[src/hdl/tcpf_pkg.sv]
package tcpf_pkg;

  localparam int QUEUE_DEPTH_DEF = 8;

  localparam int ID_W     = 16;
  localparam int WORK_W   = 8;
  localparam int KIND_W   = 3;
  localparam int STATUS_W = 2;
  localparam int FILL_W   = 4;

  typedef enum logic {
    OP_PUSH = 1'b0,
    OP_POP  = 1'b1
  } op_t;

  typedef enum logic [STATUS_W-1:0] {
    ST_DONE  = 2'd0,
    ST_FULL  = 2'd1,
    ST_EMPTY = 2'd2
  } status_t;

  // One queued request.
  typedef struct packed {
    logic [ID_W-1:0]   id;
    logic [WORK_W-1:0] work;
    logic [KIND_W-1:0] kind;
    logic              urgent;
  } entry_t;

  // Commands broadcast to every cell of the chain.
  typedef struct packed {
    logic   push_en;
    logic   pop_en;
    logic   pop_urgent;
    entry_t new_entry;
  } cell_ctrl_t;

endpackage

[src/hdl/tcpf_if.sv]
interface tcpf_in_if;
  import tcpf_pkg::*;

  logic              valid;
  logic              ready;
  logic              op;
  logic [ID_W-1:0]   entry_id;
  logic [WORK_W-1:0] entry_work;
  logic [KIND_W-1:0] entry_kind;
  logic              entry_urgent;

  modport source (output valid, op, entry_id, entry_work, entry_kind, entry_urgent,
                  input ready);
  modport sink   (input valid, op, entry_id, entry_work, entry_kind, entry_urgent,
                  output ready);
endinterface

interface tcpf_out_if;
  import tcpf_pkg::*;

  logic                valid;
  logic                ready;
  logic [STATUS_W-1:0] status;
  logic [ID_W-1:0]     out_id;
  logic [WORK_W-1:0]   out_work;
  logic [KIND_W-1:0]   out_kind;
  logic                out_urgent;
  logic [FILL_W-1:0]   fill_level;

  modport source (output valid, status, out_id, out_work, out_kind, out_urgent, fill_level,
                  input ready);
  modport sink   (input valid, status, out_id, out_work, out_kind, out_urgent, fill_level,
                  output ready);
endinterface

[src/hdl/two_class_priority_fifo_core.sv]
// Channel | Dir | Beat contents
// in_ch   | in  | op, entry_id, entry_work, entry_kind, entry_urgent
// out_ch  | out | status, out_id, out_work, out_kind, out_urgent, fill_level
//
// Each accepted input beat yields one output beat in the next cycle; one beat per
// cycle unless the output stalls. The result sits in an output register, and a new
// beat is taken whenever that register is empty or being drained in the same cycle.
// Reset (rst_n low, synchronous) empties the queue and the output register.
// A stalled output holds the queue still; nothing is dropped.
module two_class_priority_fifo_core #(
  parameter int QUEUE_DEPTH = tcpf_pkg::QUEUE_DEPTH_DEF
) (
  input  logic        clk,
  input  logic        rst_n,
  tcpf_in_if.sink     in_ch,
  tcpf_out_if.source  out_ch
);
  import tcpf_pkg::*;

  // Counts reach QUEUE_DEPTH itself, so they need one extra code.
  localparam int CNT_W = $clog2(QUEUE_DEPTH + 1);

  // The queue is a row of cells ordered by age: cell 0 holds the oldest entry.
  // A push lands in the first empty cell. A pop removes either cell 0 or the
  // oldest urgent cell, and every cell behind the removed one copies its right
  // neighbor, which closes the gap while keeping arrival order. Each cell tracks
  // how many urgent entries sit at or before it, so finding the oldest urgent
  // entry and deciding who shifts are both local decisions.
  logic [CNT_W-1:0] count_r, count_nxt;
  logic [CNT_W-1:0] urg_cnt_r, urg_cnt_nxt;

  logic             out_valid_r;
  status_t          status_r, status_nxt;
  entry_t           result_r, result_nxt;
  logic [FILL_W-1:0] fill_r;

  logic             accept;
  logic             full;
  logic             empty;
  cell_ctrl_t       ctrl;
  logic [CNT_W-1:0] new_rank;

  logic [QUEUE_DEPTH:0]   valid_vec;
  entry_t                 ent_arr  [QUEUE_DEPTH+1];
  logic [CNT_W-1:0]       rank_arr [QUEUE_DEPTH+1];
  logic [QUEUE_DEPTH-1:0] hit_vec;
  entry_t                 urg_pick;

  assign in_ch.ready = !out_valid_r || out_ch.ready;
  assign accept      = in_ch.valid && in_ch.ready;
  assign full        = (count_r == CNT_W'(QUEUE_DEPTH));
  assign empty       = (count_r == '0);

  always_comb begin
    ctrl.new_entry.id     = in_ch.entry_id;
    ctrl.new_entry.work   = in_ch.entry_work;
    ctrl.new_entry.kind   = in_ch.entry_kind;
    ctrl.new_entry.urgent = in_ch.entry_urgent;
    ctrl.push_en    = accept && (in_ch.op == OP_PUSH) && !full;
    ctrl.pop_en     = accept && (in_ch.op == OP_POP) && !empty;
    ctrl.pop_urgent = (urg_cnt_r != '0);
    // The new tail follows every queued urgent entry.
    new_rank = urg_cnt_r + CNT_W'(in_ch.entry_urgent);
  end

  // Past the last cell the chain reads as empty.
  assign valid_vec[QUEUE_DEPTH] = 1'b0;
  assign ent_arr[QUEUE_DEPTH]   = '0;
  assign rank_arr[QUEUE_DEPTH]  = '0;

  for (genvar g = 0; g < QUEUE_DEPTH; g++) begin : g_cell
    logic left_v;
    if (g == 0) begin : g_first
      assign left_v = 1'b1;
    end else begin : g_rest
      assign left_v = valid_vec[g-1];
    end

    tcpf_cell #(
      .RANK_W (CNT_W)
    ) u_cell (
      .clk         (clk),
      .rst_n       (rst_n),
      .ctrl        (ctrl),
      .new_rank    (new_rank),
      .left_valid  (left_v),
      .right_valid (valid_vec[g+1]),
      .right_entry (ent_arr[g+1]),
      .right_rank  (rank_arr[g+1]),
      .valid       (valid_vec[g]),
      .entry       (ent_arr[g]),
      .rank        (rank_arr[g]),
      .hit         (hit_vec[g])
    );
  end

  // Exactly one cell hits while an urgent entry is queued; a one-hot AND-OR mux.
  always_comb begin
    urg_pick = '0;
    for (int i = 0; i < QUEUE_DEPTH; i++) begin
      urg_pick = urg_pick | (hit_vec[i] ? ent_arr[i] : '0);
    end
  end

  always_comb begin
    count_nxt   = count_r;
    urg_cnt_nxt = urg_cnt_r;
    status_nxt  = ST_DONE;
    result_nxt  = '0;
    if (in_ch.op == OP_PUSH) begin
      if (full) begin
        status_nxt = ST_FULL;
      end else begin
        count_nxt   = count_r + CNT_W'(1);
        urg_cnt_nxt = new_rank;
      end
    end else begin
      if (empty) begin
        status_nxt = ST_EMPTY;
      end else begin
        count_nxt = count_r - CNT_W'(1);
        if (ctrl.pop_urgent) begin
          result_nxt  = urg_pick;
          urg_cnt_nxt = urg_cnt_r - CNT_W'(1);
        end else begin
          result_nxt = ent_arr[0];
        end
      end
    end
  end

  always_ff @(posedge clk) begin
    if (!rst_n) begin
      count_r     <= '0;
      urg_cnt_r   <= '0;
      out_valid_r <= 1'b0;
    end else begin
      if (accept) begin
        count_r     <= count_nxt;
        urg_cnt_r   <= urg_cnt_nxt;
        out_valid_r <= 1'b1;
      end else if (out_ch.ready) begin
        out_valid_r <= 1'b0;
      end
    end
  end

  always_ff @(posedge clk) begin
    if (accept) begin
      status_r <= status_nxt;
      result_r <= result_nxt;
      fill_r   <= FILL_W'(count_nxt);
    end
  end

  assign out_ch.valid      = out_valid_r;
  assign out_ch.status     = status_r;
  assign out_ch.out_id     = result_r.id;
  assign out_ch.out_work   = result_r.work;
  assign out_ch.out_kind   = result_r.kind;
  assign out_ch.out_urgent = result_r.urgent;
  assign out_ch.fill_level = fill_r;

  // Occupied cells always form an unbroken run from cell 0.
  a_cells_match_count: assert property (@(posedge clk) disable iff (!rst_n)
    $countones(valid_vec[QUEUE_DEPTH-1:0]) == count_r &&
    (count_r == '0 || valid_vec[0]))
    else $error("cell occupancy disagrees with entry count");

  a_urgent_bounded: assert property (@(posedge clk) disable iff (!rst_n)
    urg_cnt_r <= count_r)
    else $error("urgent count exceeds entry count");

  a_one_urgent_hit: assert property (@(posedge clk) disable iff (!rst_n)
    (urg_cnt_r != '0) |-> $onehot(hit_vec))
    else $error("oldest urgent entry not unique");

  a_no_hit_without_urgent: assert property (@(posedge clk) disable iff (!rst_n)
    (urg_cnt_r == '0) |-> (hit_vec == '0))
    else $error("urgent hit with no urgent entry queued");

endmodule

[src/hdl/tcpf_cell.sv]
module tcpf_cell #(
  parameter int RANK_W = 4
) (
  input  logic                   clk,
  input  logic                   rst_n,
  input  tcpf_pkg::cell_ctrl_t   ctrl,
  input  logic [RANK_W-1:0]      new_rank,
  input  logic                   left_valid,
  input  logic                   right_valid,
  input  tcpf_pkg::entry_t       right_entry,
  input  logic [RANK_W-1:0]      right_rank,
  output logic                   valid,
  output tcpf_pkg::entry_t       entry,
  output logic [RANK_W-1:0]      rank,
  output logic                   hit
);
  import tcpf_pkg::*;

  // rank_r counts the urgent entries in this cell and all older cells.
  // It is zero in empty cells.
  logic              valid_r, valid_nxt;
  entry_t            entry_r, entry_nxt;
  logic [RANK_W-1:0] rank_r, rank_nxt;
  logic              is_tail;
  logic              shift;

  always_comb begin
    is_tail   = !valid_r && left_valid;
    // On an urgent pop only the removed cell and the cells behind it move.
    shift     = ctrl.pop_en && (!ctrl.pop_urgent || rank_r != '0);
    valid_nxt = valid_r;
    entry_nxt = entry_r;
    rank_nxt  = rank_r;
    if (ctrl.push_en && is_tail) begin
      valid_nxt = 1'b1;
      entry_nxt = ctrl.new_entry;
      rank_nxt  = new_rank;
    end else if (shift) begin
      valid_nxt = right_valid;
      entry_nxt = right_entry;
      if (ctrl.pop_urgent && right_valid) begin
        rank_nxt = right_rank - RANK_W'(1);
      end else begin
        rank_nxt = right_rank;
      end
    end
  end

  always_ff @(posedge clk) begin
    if (!rst_n) begin
      valid_r <= 1'b0;
      rank_r  <= '0;
    end else begin
      valid_r <= valid_nxt;
      rank_r  <= rank_nxt;
    end
  end

  always_ff @(posedge clk) begin
    entry_r <= entry_nxt;
  end

  assign valid = valid_r;
  assign entry = entry_r;
  assign rank  = rank_r;
  assign hit   = valid_r && entry_r.urgent && (rank_r == RANK_W'(1));

endmodule
[src/flat_wrapper.sv]
// flat-port wrapper written by rule: the top's interface ports become plain ports
module two_class_priority_fifo_core_flat import tcpf_pkg::*;
#(
  parameter int QUEUE_DEPTH = tcpf_pkg::QUEUE_DEPTH_DEF
)
  (clk, rst_n, in_ch_valid, in_ch_op, in_ch_entry_id, in_ch_entry_work, in_ch_entry_kind, in_ch_entry_urgent, in_ch_ready, out_ch_valid, out_ch_status, out_ch_out_id, out_ch_out_work, out_ch_out_kind, out_ch_out_urgent, out_ch_fill_level, out_ch_ready);
  tcpf_in_if in_ch_i ();
  tcpf_out_if out_ch_i ();
  input  logic clk;
  input  logic rst_n;
  input wire logic [$bits(in_ch_i.valid)-1:0] in_ch_valid;
  input wire logic [$bits(in_ch_i.op)-1:0] in_ch_op;
  input wire logic [$bits(in_ch_i.entry_id)-1:0] in_ch_entry_id;
  input wire logic [$bits(in_ch_i.entry_work)-1:0] in_ch_entry_work;
  input wire logic [$bits(in_ch_i.entry_kind)-1:0] in_ch_entry_kind;
  input wire logic [$bits(in_ch_i.entry_urgent)-1:0] in_ch_entry_urgent;
  output wire logic [$bits(in_ch_i.ready)-1:0] in_ch_ready;
  output wire logic [$bits(out_ch_i.valid)-1:0] out_ch_valid;
  output wire logic [$bits(out_ch_i.status)-1:0] out_ch_status;
  output wire logic [$bits(out_ch_i.out_id)-1:0] out_ch_out_id;
  output wire logic [$bits(out_ch_i.out_work)-1:0] out_ch_out_work;
  output wire logic [$bits(out_ch_i.out_kind)-1:0] out_ch_out_kind;
  output wire logic [$bits(out_ch_i.out_urgent)-1:0] out_ch_out_urgent;
  output wire logic [$bits(out_ch_i.fill_level)-1:0] out_ch_fill_level;
  input wire logic [$bits(out_ch_i.ready)-1:0] out_ch_ready;
  assign in_ch_i.valid = in_ch_valid;
  assign in_ch_i.op = in_ch_op;
  assign in_ch_i.entry_id = in_ch_entry_id;
  assign in_ch_i.entry_work = in_ch_entry_work;
  assign in_ch_i.entry_kind = in_ch_entry_kind;
  assign in_ch_i.entry_urgent = in_ch_entry_urgent;
  assign in_ch_ready = in_ch_i.ready;
  assign out_ch_valid = out_ch_i.valid;
  assign out_ch_status = out_ch_i.status;
  assign out_ch_out_id = out_ch_i.out_id;
  assign out_ch_out_work = out_ch_i.out_work;
  assign out_ch_out_kind = out_ch_i.out_kind;
  assign out_ch_out_urgent = out_ch_i.out_urgent;
  assign out_ch_fill_level = out_ch_i.fill_level;
  assign out_ch_i.ready = out_ch_ready;
  two_class_priority_fifo_core #(.QUEUE_DEPTH(QUEUE_DEPTH)) u_core (.clk(clk), .rst_n(rst_n), .in_ch(in_ch_i), .out_ch(out_ch_i));
endmodule
[config.mk]
export PLATFORM = sky130hd
export DESIGN_NAME = two_class_priority_fifo_core_flat
export DESIGN_NICKNAME = d
export VERILOG_FILES = /design/src/hdl/tcpf_pkg.sv /design/src/hdl/tcpf_if.sv /design/src/hdl/two_class_priority_fifo_core.sv /design/src/hdl/tcpf_cell.sv /design/src/flat_wrapper.sv
export SDC_FILE = /design/constraint.sdc
export NUM_CORES = 1
export LEC_CHECK = 0
export BUFFER_PORTS_ARGS = -buffer_cell sky130_fd_sc_hd__buf_2
export CORE_MARGIN = 1
export CORE_UTILIZATION = 45
export CTS_CLUSTER_DIAMETER = 120
export DETAILED_ROUTE_END_ITERATION = 6
export RECOVER_POWER = 25
export SKIP_LAST_GASP = 1
export SLEW_MARGIN = 15
export SYNTH_ARGS = -nofsm -noshare
export SYNTH_HDL_FRONTEND = slang
export SYNTH_SLANG_ARGS = --single-unit
[constraint.sdc]
create_clock -name clk -period 5.8 [get_ports clk]
set_input_delay 1.45 -clock clk [delete_from_list [all_inputs] [get_ports clk]]
set_output_delay 1.45 -clock clk [all_outputs]
set_load 0.005 [all_outputs]
==> metrics, run 1 <==
status=complete, but fails checks; failing checks=max-capacitance violations, max-slew violations; Final setup viols=0; Max Freq=225 MHz; Syn-to-layout area delta=11.0%; FILL cells=2967; Combinational Power Share=12.1%; commonest non-fill, non-tap cell in the layout=edfxtp_1; clk sinks=307; Remaining Overflow, GRT=0; Synth Instances=1234; Chip Height=roughly 190 um; port buffer count=between 60 and 70; Crit-path slowest cell=nor2_1; clock share of power=a little under two fifths; Max Root-Sink Buffers=3; setup total negative slack=0 ps; RSZ-0062 raised after global routing=no; Starting Density=a little under half; Post-CTS Resized=0; grt met1 use=about a third; detail-routed via count per cell=approximately 6; CP startpoint=in_ch_op; HPWL Detailed=around 25 mm; Wirelength per Cell=23.7 um; Final ANT Viol Nets=0; Post-Route Skew=16.1 ps; Ys Warns=0; Post-synth EDFFs=258; Slew Limit Fails=59; critical path peak fanout=26; n_diodes=0; Post-Route WL=around 41 mm; H-tree depth=2; endpoints failing hold=0; min cycle time layout=4450 ps; vias in the first global route=10200; setup slack after layout=1350 ps; Sw Share=between 20 and 30%; RR Startpoint=u_core.count_r[0]; Num CTS Buffers=35; slew margin rel.=-78.9%; pin count of the biggest net entering global routing=59; Worst-Margin Slew=approximately 2700 ps; DRC=0; FP Rows=66; layer with the highest usage=met2; critical-path cell list=clkbuf_1 > and2b_1 > nand3_1 > nor2_1 > buf_4 > mux2_2; core box area=between 30000 and 40000 sq um; post-synthesis cell type count=71; Crit Path Category=input port to flop; clock transition at the registers of the reported paths=60 ps; Mapped Area=roughly 15000 sq um; Pleak=6.10 nW; Worst Setup Slack post-DPL=around 1500 ps; crit start category=input port; Synth Register Bits=between 300 and 400; CTS tree=yes; CP peak stage delay=1200 ps; endpoint class of the critical path=flop; ratio of cells with drive above 1 in the final layout=around 21%; Design Power=roughly 5.5 mW; CTS Root Cell=clkbuf_16; Min-Delay Path Class=flop to flop; final hold slack=roughly 520 ps; sequential share of the synthesized area=57.7%; cells on worst reg2reg path=7; period utilization=76.7%; VDD IR max=193 uV; GRT Overall Usage=24.5%; max-cap violation count=2; ys flop type=edfxtp_1; hold_buf cts=0; total die area=34300 sq um; M2 GR Usage=38.7%; I/O pin total=69; sequential power share=49.9%; Final nets=1337; Pre-Repair DR Iteration Count=7; postcts setup bufs=0; Synth async-reset ratio=0%; initial DRC count=1210; Mapped Nets=about 1300; Synth Area per Inst=12.2 sq um; antenna violations before repair=2; routability-driven placement congestion ratio=0.815; worst hold start=u_core.g_cell[5].u_cell.rank[2]; Worst-Skew Late Latency=520 ps; CP Data Required Time=~6000 ps; pwr/cell area=325 nW/um^2; met3 Use GR=between 4 and 5%; crit path DAT=roughly 4700 ps; Int Pwr=between 4 and 5 mW; vias after detailed routing=10500; chip width=185 um; leading cell types in the layout, fill and taps excluded=edfxtp_1 (258), nand2_1 (197), mux2_2 (139); global-route wire length before repair=62.7 mm; Hold Path Cell Cnt=2; Switch Pwr=1.41 mW
[metal layers]
| layer | wire length [um] | vias up |
|---|---|---|
| met5 | 13 | - |
| met4 | 711 | 2 |
| met3 | 2870 | 58 |
| met2 | 19100 | 427 |
| met1 | 18700 | 5209 |
| li1 | - | 4789 |
[sequential cells by signal (all words and copies together) (netlist names), 2 cells and up]
signal                      cells
u_core.g_cell.u_cell.valid      8
u_core.g_cell.u_cell.entry    224
u_core.out_ch.out_id           16
u_core.g_cell.u_cell.rank      32
u_core.out_ch.out_kind          3
u_core.out_ch.fill_level        4
u_core.count_r                  4
u_core.out_ch.out_work          8
u_core.out_ch.status            2
u_core.urg_cnt_r                4
[cell families (layout without fill, tap and decap cells)]
| logic type | Yosys count | in the layout | share of synthesized area (%) |
|---|---|---|---|
| AOI/OAI and AO/OA | 218 | 218 | 11.7 |
| xor gates and xnor gates | 25 | 25 | 1.45 |
| adders and majority gates | 26 | 26 | 2.15 |
| buffers and inverters | 113 | 181 | 3.63 |
| DFF | 307 | 307 | 57.7 |
| muxes | 141 | 141 | 10.5 |
| and+or+nand+nor | 404 | 404 | 12.8 |
[power groups by stage]
stage / Clock, mW / Sequential, mW / Combinational, mW
after floorplan: 0 / 2.72 / 0.447
after global placement: 0 / 2.76 / 0.661
after detailed placement: 0 / 2.76 / 0.672
after CTS: 2.10 / 2.72 / 0.675
after global routing: 2.18 / 2.74 / 0.722
final: 2.07 / 2.72 / 0.661
[critical path, delay by kind of cell]
kind	cells	cell delay, ps
buffers and inverters	2	930
and+or+nand+nor	3	1880
muxes	1	410
[cells in the mapped netlist, types with 14 or more instances]
master / n / area, sq um
edfxtp_1: 258 / 7750
buf_2: 18 / 90.1
dfxtp_1: 49 / 981
mux2_2: 139 / 1570
a22o_1: 29 / 254
a222oi_1: 27 / 270
a22oi_1: 55 / 413
and3_1: 45 / 282
xnor2_1: 15 / 131
nand3_1: 48 / 240
inv_1: 24 / 90.1
a21oi_1: 14 / 70.1
nor2_1: 40 / 150
clkbuf_1: 50 / 188
nand2_1: 198 / 743
ha_1: 26 / 325
[metrics by stage]
| step | utilization [%] | instances | instance area, sq um |
|---|---|---|---|
| 6_report | 51.2 | 1744 | 16800 |
| 5_1_grt | 51.2 | 1744 | 16800 |
| 4_1_cts | 51.4 | 1744 | 16800 |
| 3_5_place_dp | 48.2 | 1683 | 15800 |
| 3_3_place_gp | 48.2 | 1683 | 15800 |
| 2_1_floorplan | - | 1234 | 15100 |
[final timing paths]
path / endpoint / slack, ps
worst max-delay path: u_core.g_cell[0].u_cell.entry[5] / 1350
worst min-delay path: u_core.g_cell[5].u_cell.rank[2] / 520
worst max register to register: u_core.g_cell[0].u_cell.entry[5] / 1970
worst min register to register: u_core.g_cell[5].u_cell.rank[2] / 520
[cell type report]
type / instances / area, sq um / area share (%)
clock inverters: 18 / 136 / 0.813
well taps: 442 / 553 / 3.30
inverters: 26 / 97.6 / 0.582
repair buffers: 94 / 508 / 3.03
flip-flops and latches: 307 / 8730 / 52.0
clock buffers: 43 / 906 / 5.40
multi-input cells: 814 / 5840 / 34.8
(Power assumes the default switching activity.)
==> run 2, diff against run 1 <==
- clock period: 5.8 -> 3.7 ns (I/O delays scaled with it)
==> run 2 against run 1 <==
  * The run now ends clean
  * Non-clock buffer count rose by 15
  * Clock-buffer cell count fell by 2
  * First-iteration DRC count rose by 0.66%
  * Clock power rose by 57%
  * Sequential power rose by 57%
  * Via count rose by 2.7%
  * Sequential share of layout area fell by 0.56 points
  * Worst hold slack improved by 3.4 ps
  * Worst setup slack got worse by 820 ps
==> metrics, run 2 (synthesis results as in run 1) <==
Final ANT Viol Nets=0; Remaining Overflow, GRT=0; Pre-Repair DR Iteration Count=7; Post-Route WL=42.7 mm; DRC=0; GRT Overall Usage=25.4%; detail-routed via count per cell=6.12; Crit Path Category=input port to flop; Starting Density=between 40% and 50%; Largest register FFs=224; pin count of the biggest net entering global routing=35; initial DRC count=1218; Int Pwr=6.34 mW; hold_buf cts=0; Combinational Power Share=12.6%; ratio of cells with drive above 1 in the final layout=a little over a fifth; Switch Pwr=between 2 and 2.5 mW; VDD IR max=roughly 290 uV; pwr/cell area=508 nW/um^2; total die area=34300 sq um; Worst-Skew Late Latency=530 ps; critical path peak fanout=28; CTS tree=yes; Max Root-Sink Buffers=3; RSZ-0062 raised after global routing=no; critical-path cell list=buf_2 > clkbuf_1 > nand4_4 > a31o_1 > nand2_1 > buf_4; Worst Setup Slack post-DPL=roughly 720 ps; Wirelength per Cell=24.2 um; max-cap violation count=0; Max Freq=316 MHz; Num CTS Buffers=34; Post-CTS Resized=0; Post-Route Skew=~20 ps; clock share of power=between 30% and 40%; crit path DAT=3320 ps; min cycle time layout=3170 ps; HPWL Detailed=25.5 mm; Hold Path End=u_core.g_cell[4].u_cell.rank[2]; Sw Share=26.4%; Final setup viols=0; Hold Path Cell Cnt=2; routability-driven placement congestion ratio=0.842; I/O pin total=69; setup total negative slack=0 ps; leading cell types in the layout, fill and taps excluded=edfxtp_1 (258), nand2_1 (197), mux2_2 (139); setup slack after layout=531 ps; FILL cells=2887; cells on worst reg2reg path=8; Final nets=1351; period utilization=85.6%; chip width=185 um; core box area=around 33000 sq um; postcts setup bufs=0; vias in the first global route=10600; slew margin rel.=under 10%; worst hold start=u_core.g_cell[4].u_cell.rank[2]; global-route wire length before repair=65.0 mm; endpoint class of the critical path=flop; n_diodes=0; CP Data Required Time=3850 ps; Chip Height=185 um; RR Startpoint=u_core.count_r[0]; flop2flop setup slack=730 ps; port buffer count=68; sequential power share=~50%; vias after detailed routing=10800; status=complete, no violations; Syn-to-layout area delta=12.2%; commonest non-fill, non-tap cell in the layout=edfxtp_1; Slew Limit Fails=0; clock transition at the registers of the reported paths=about 60 ps; FP Rows=66; Worst-Margin Slew=roughly 1400 ps; CTS Root Cell=clkbuf_16; Min-Delay Path Class=flop to flop; crit start category=input port; Design Power=8.61 mW; CP peak stage delay=810 ps; capture point of the worst reg-to-reg path=u_core.g_cell[4].u_cell.rank[0]; H-tree depth=2; placed instance count=1698; Pleak=about 6 nW; endpoints failing hold=0; Final Non-Filler Cells=1759; antenna violations before repair=0; Crit-path slowest cell=clkbuf_1; clk sinks=307
==> run 2: cell type report <==
type	count	area (sq um)	area share [%]
Clock inverter	20	144	0.849
Sequential cell	307	8730	51.5
Multi-Input combinational cell	814	5860	34.6
Inverter	26	97.6	0.576
Clock buffer	41	920	5.42
Timing Repair Buffer	109	654	3.86
Tap cell	442	553	3.26
==> run 2: worst max-delay path, delay by kind of cell <==
kind	cells	cell delay, ps
AO/OA/AOI/OAI	1	420
buffers and inverters	3	1340
AND/OR/NAND/NOR	2	600
==> run 2: worst max-delay path by stage <==
stage	endpoint	slack, ps	start
after floorplan	u_core.g_cell[7].u_cell.entry[0]	460	in_ch_op
after global placement	u_core.g_cell[4].u_cell.entry[25]	770	out_ch_ready
after detailed placement	u_core.g_cell[4].u_cell.entry[25]	720	out_ch_ready
after CTS	u_core.g_cell[7].u_cell.entry[9]	840	u_core.urg_cnt_r[1]
after global routing	u_core.out_ch.out_id[10]	380	in_ch_op
final	u_core.g_cell[6].u_cell.entry[7]	530	in_ch_op
==> run 2: power groups by stage <==
stage | registers [mW] | logic, mW | clock network, mW
floorplan | 4.26 | 0.700 | 0
detailed placement | 4.33 | 1.10 | 0
global placement | 4.32 | 1.08 | 0
global route | 4.29 | 1.18 | 3.45
finish | 4.26 | 1.08 | 3.26
CTS | 4.26 | 1.10 | 3.32
==> run 2: per-layer routing <==
layer	up-vias	part of all wire, %	track usage [%]
met5	-	0	0
met4	0	2.1	7.40
met3	61	7.5	4.40
met2	473	46	40.2
met1	5384	44	35.5
li1	4845	-	-
==> run 2: stage by stage <==
stage          cell area [sq um]  util (%)  hold slack (ps)
2_1_floorplan              15100         -              478
3_3_place_gp               16000      48.7              510
3_5_place_dp               16000      48.7              517
4_1_cts                    17000      52.0              526
5_1_grt                    17000      51.7              559
6_report                   17000      51.7              528
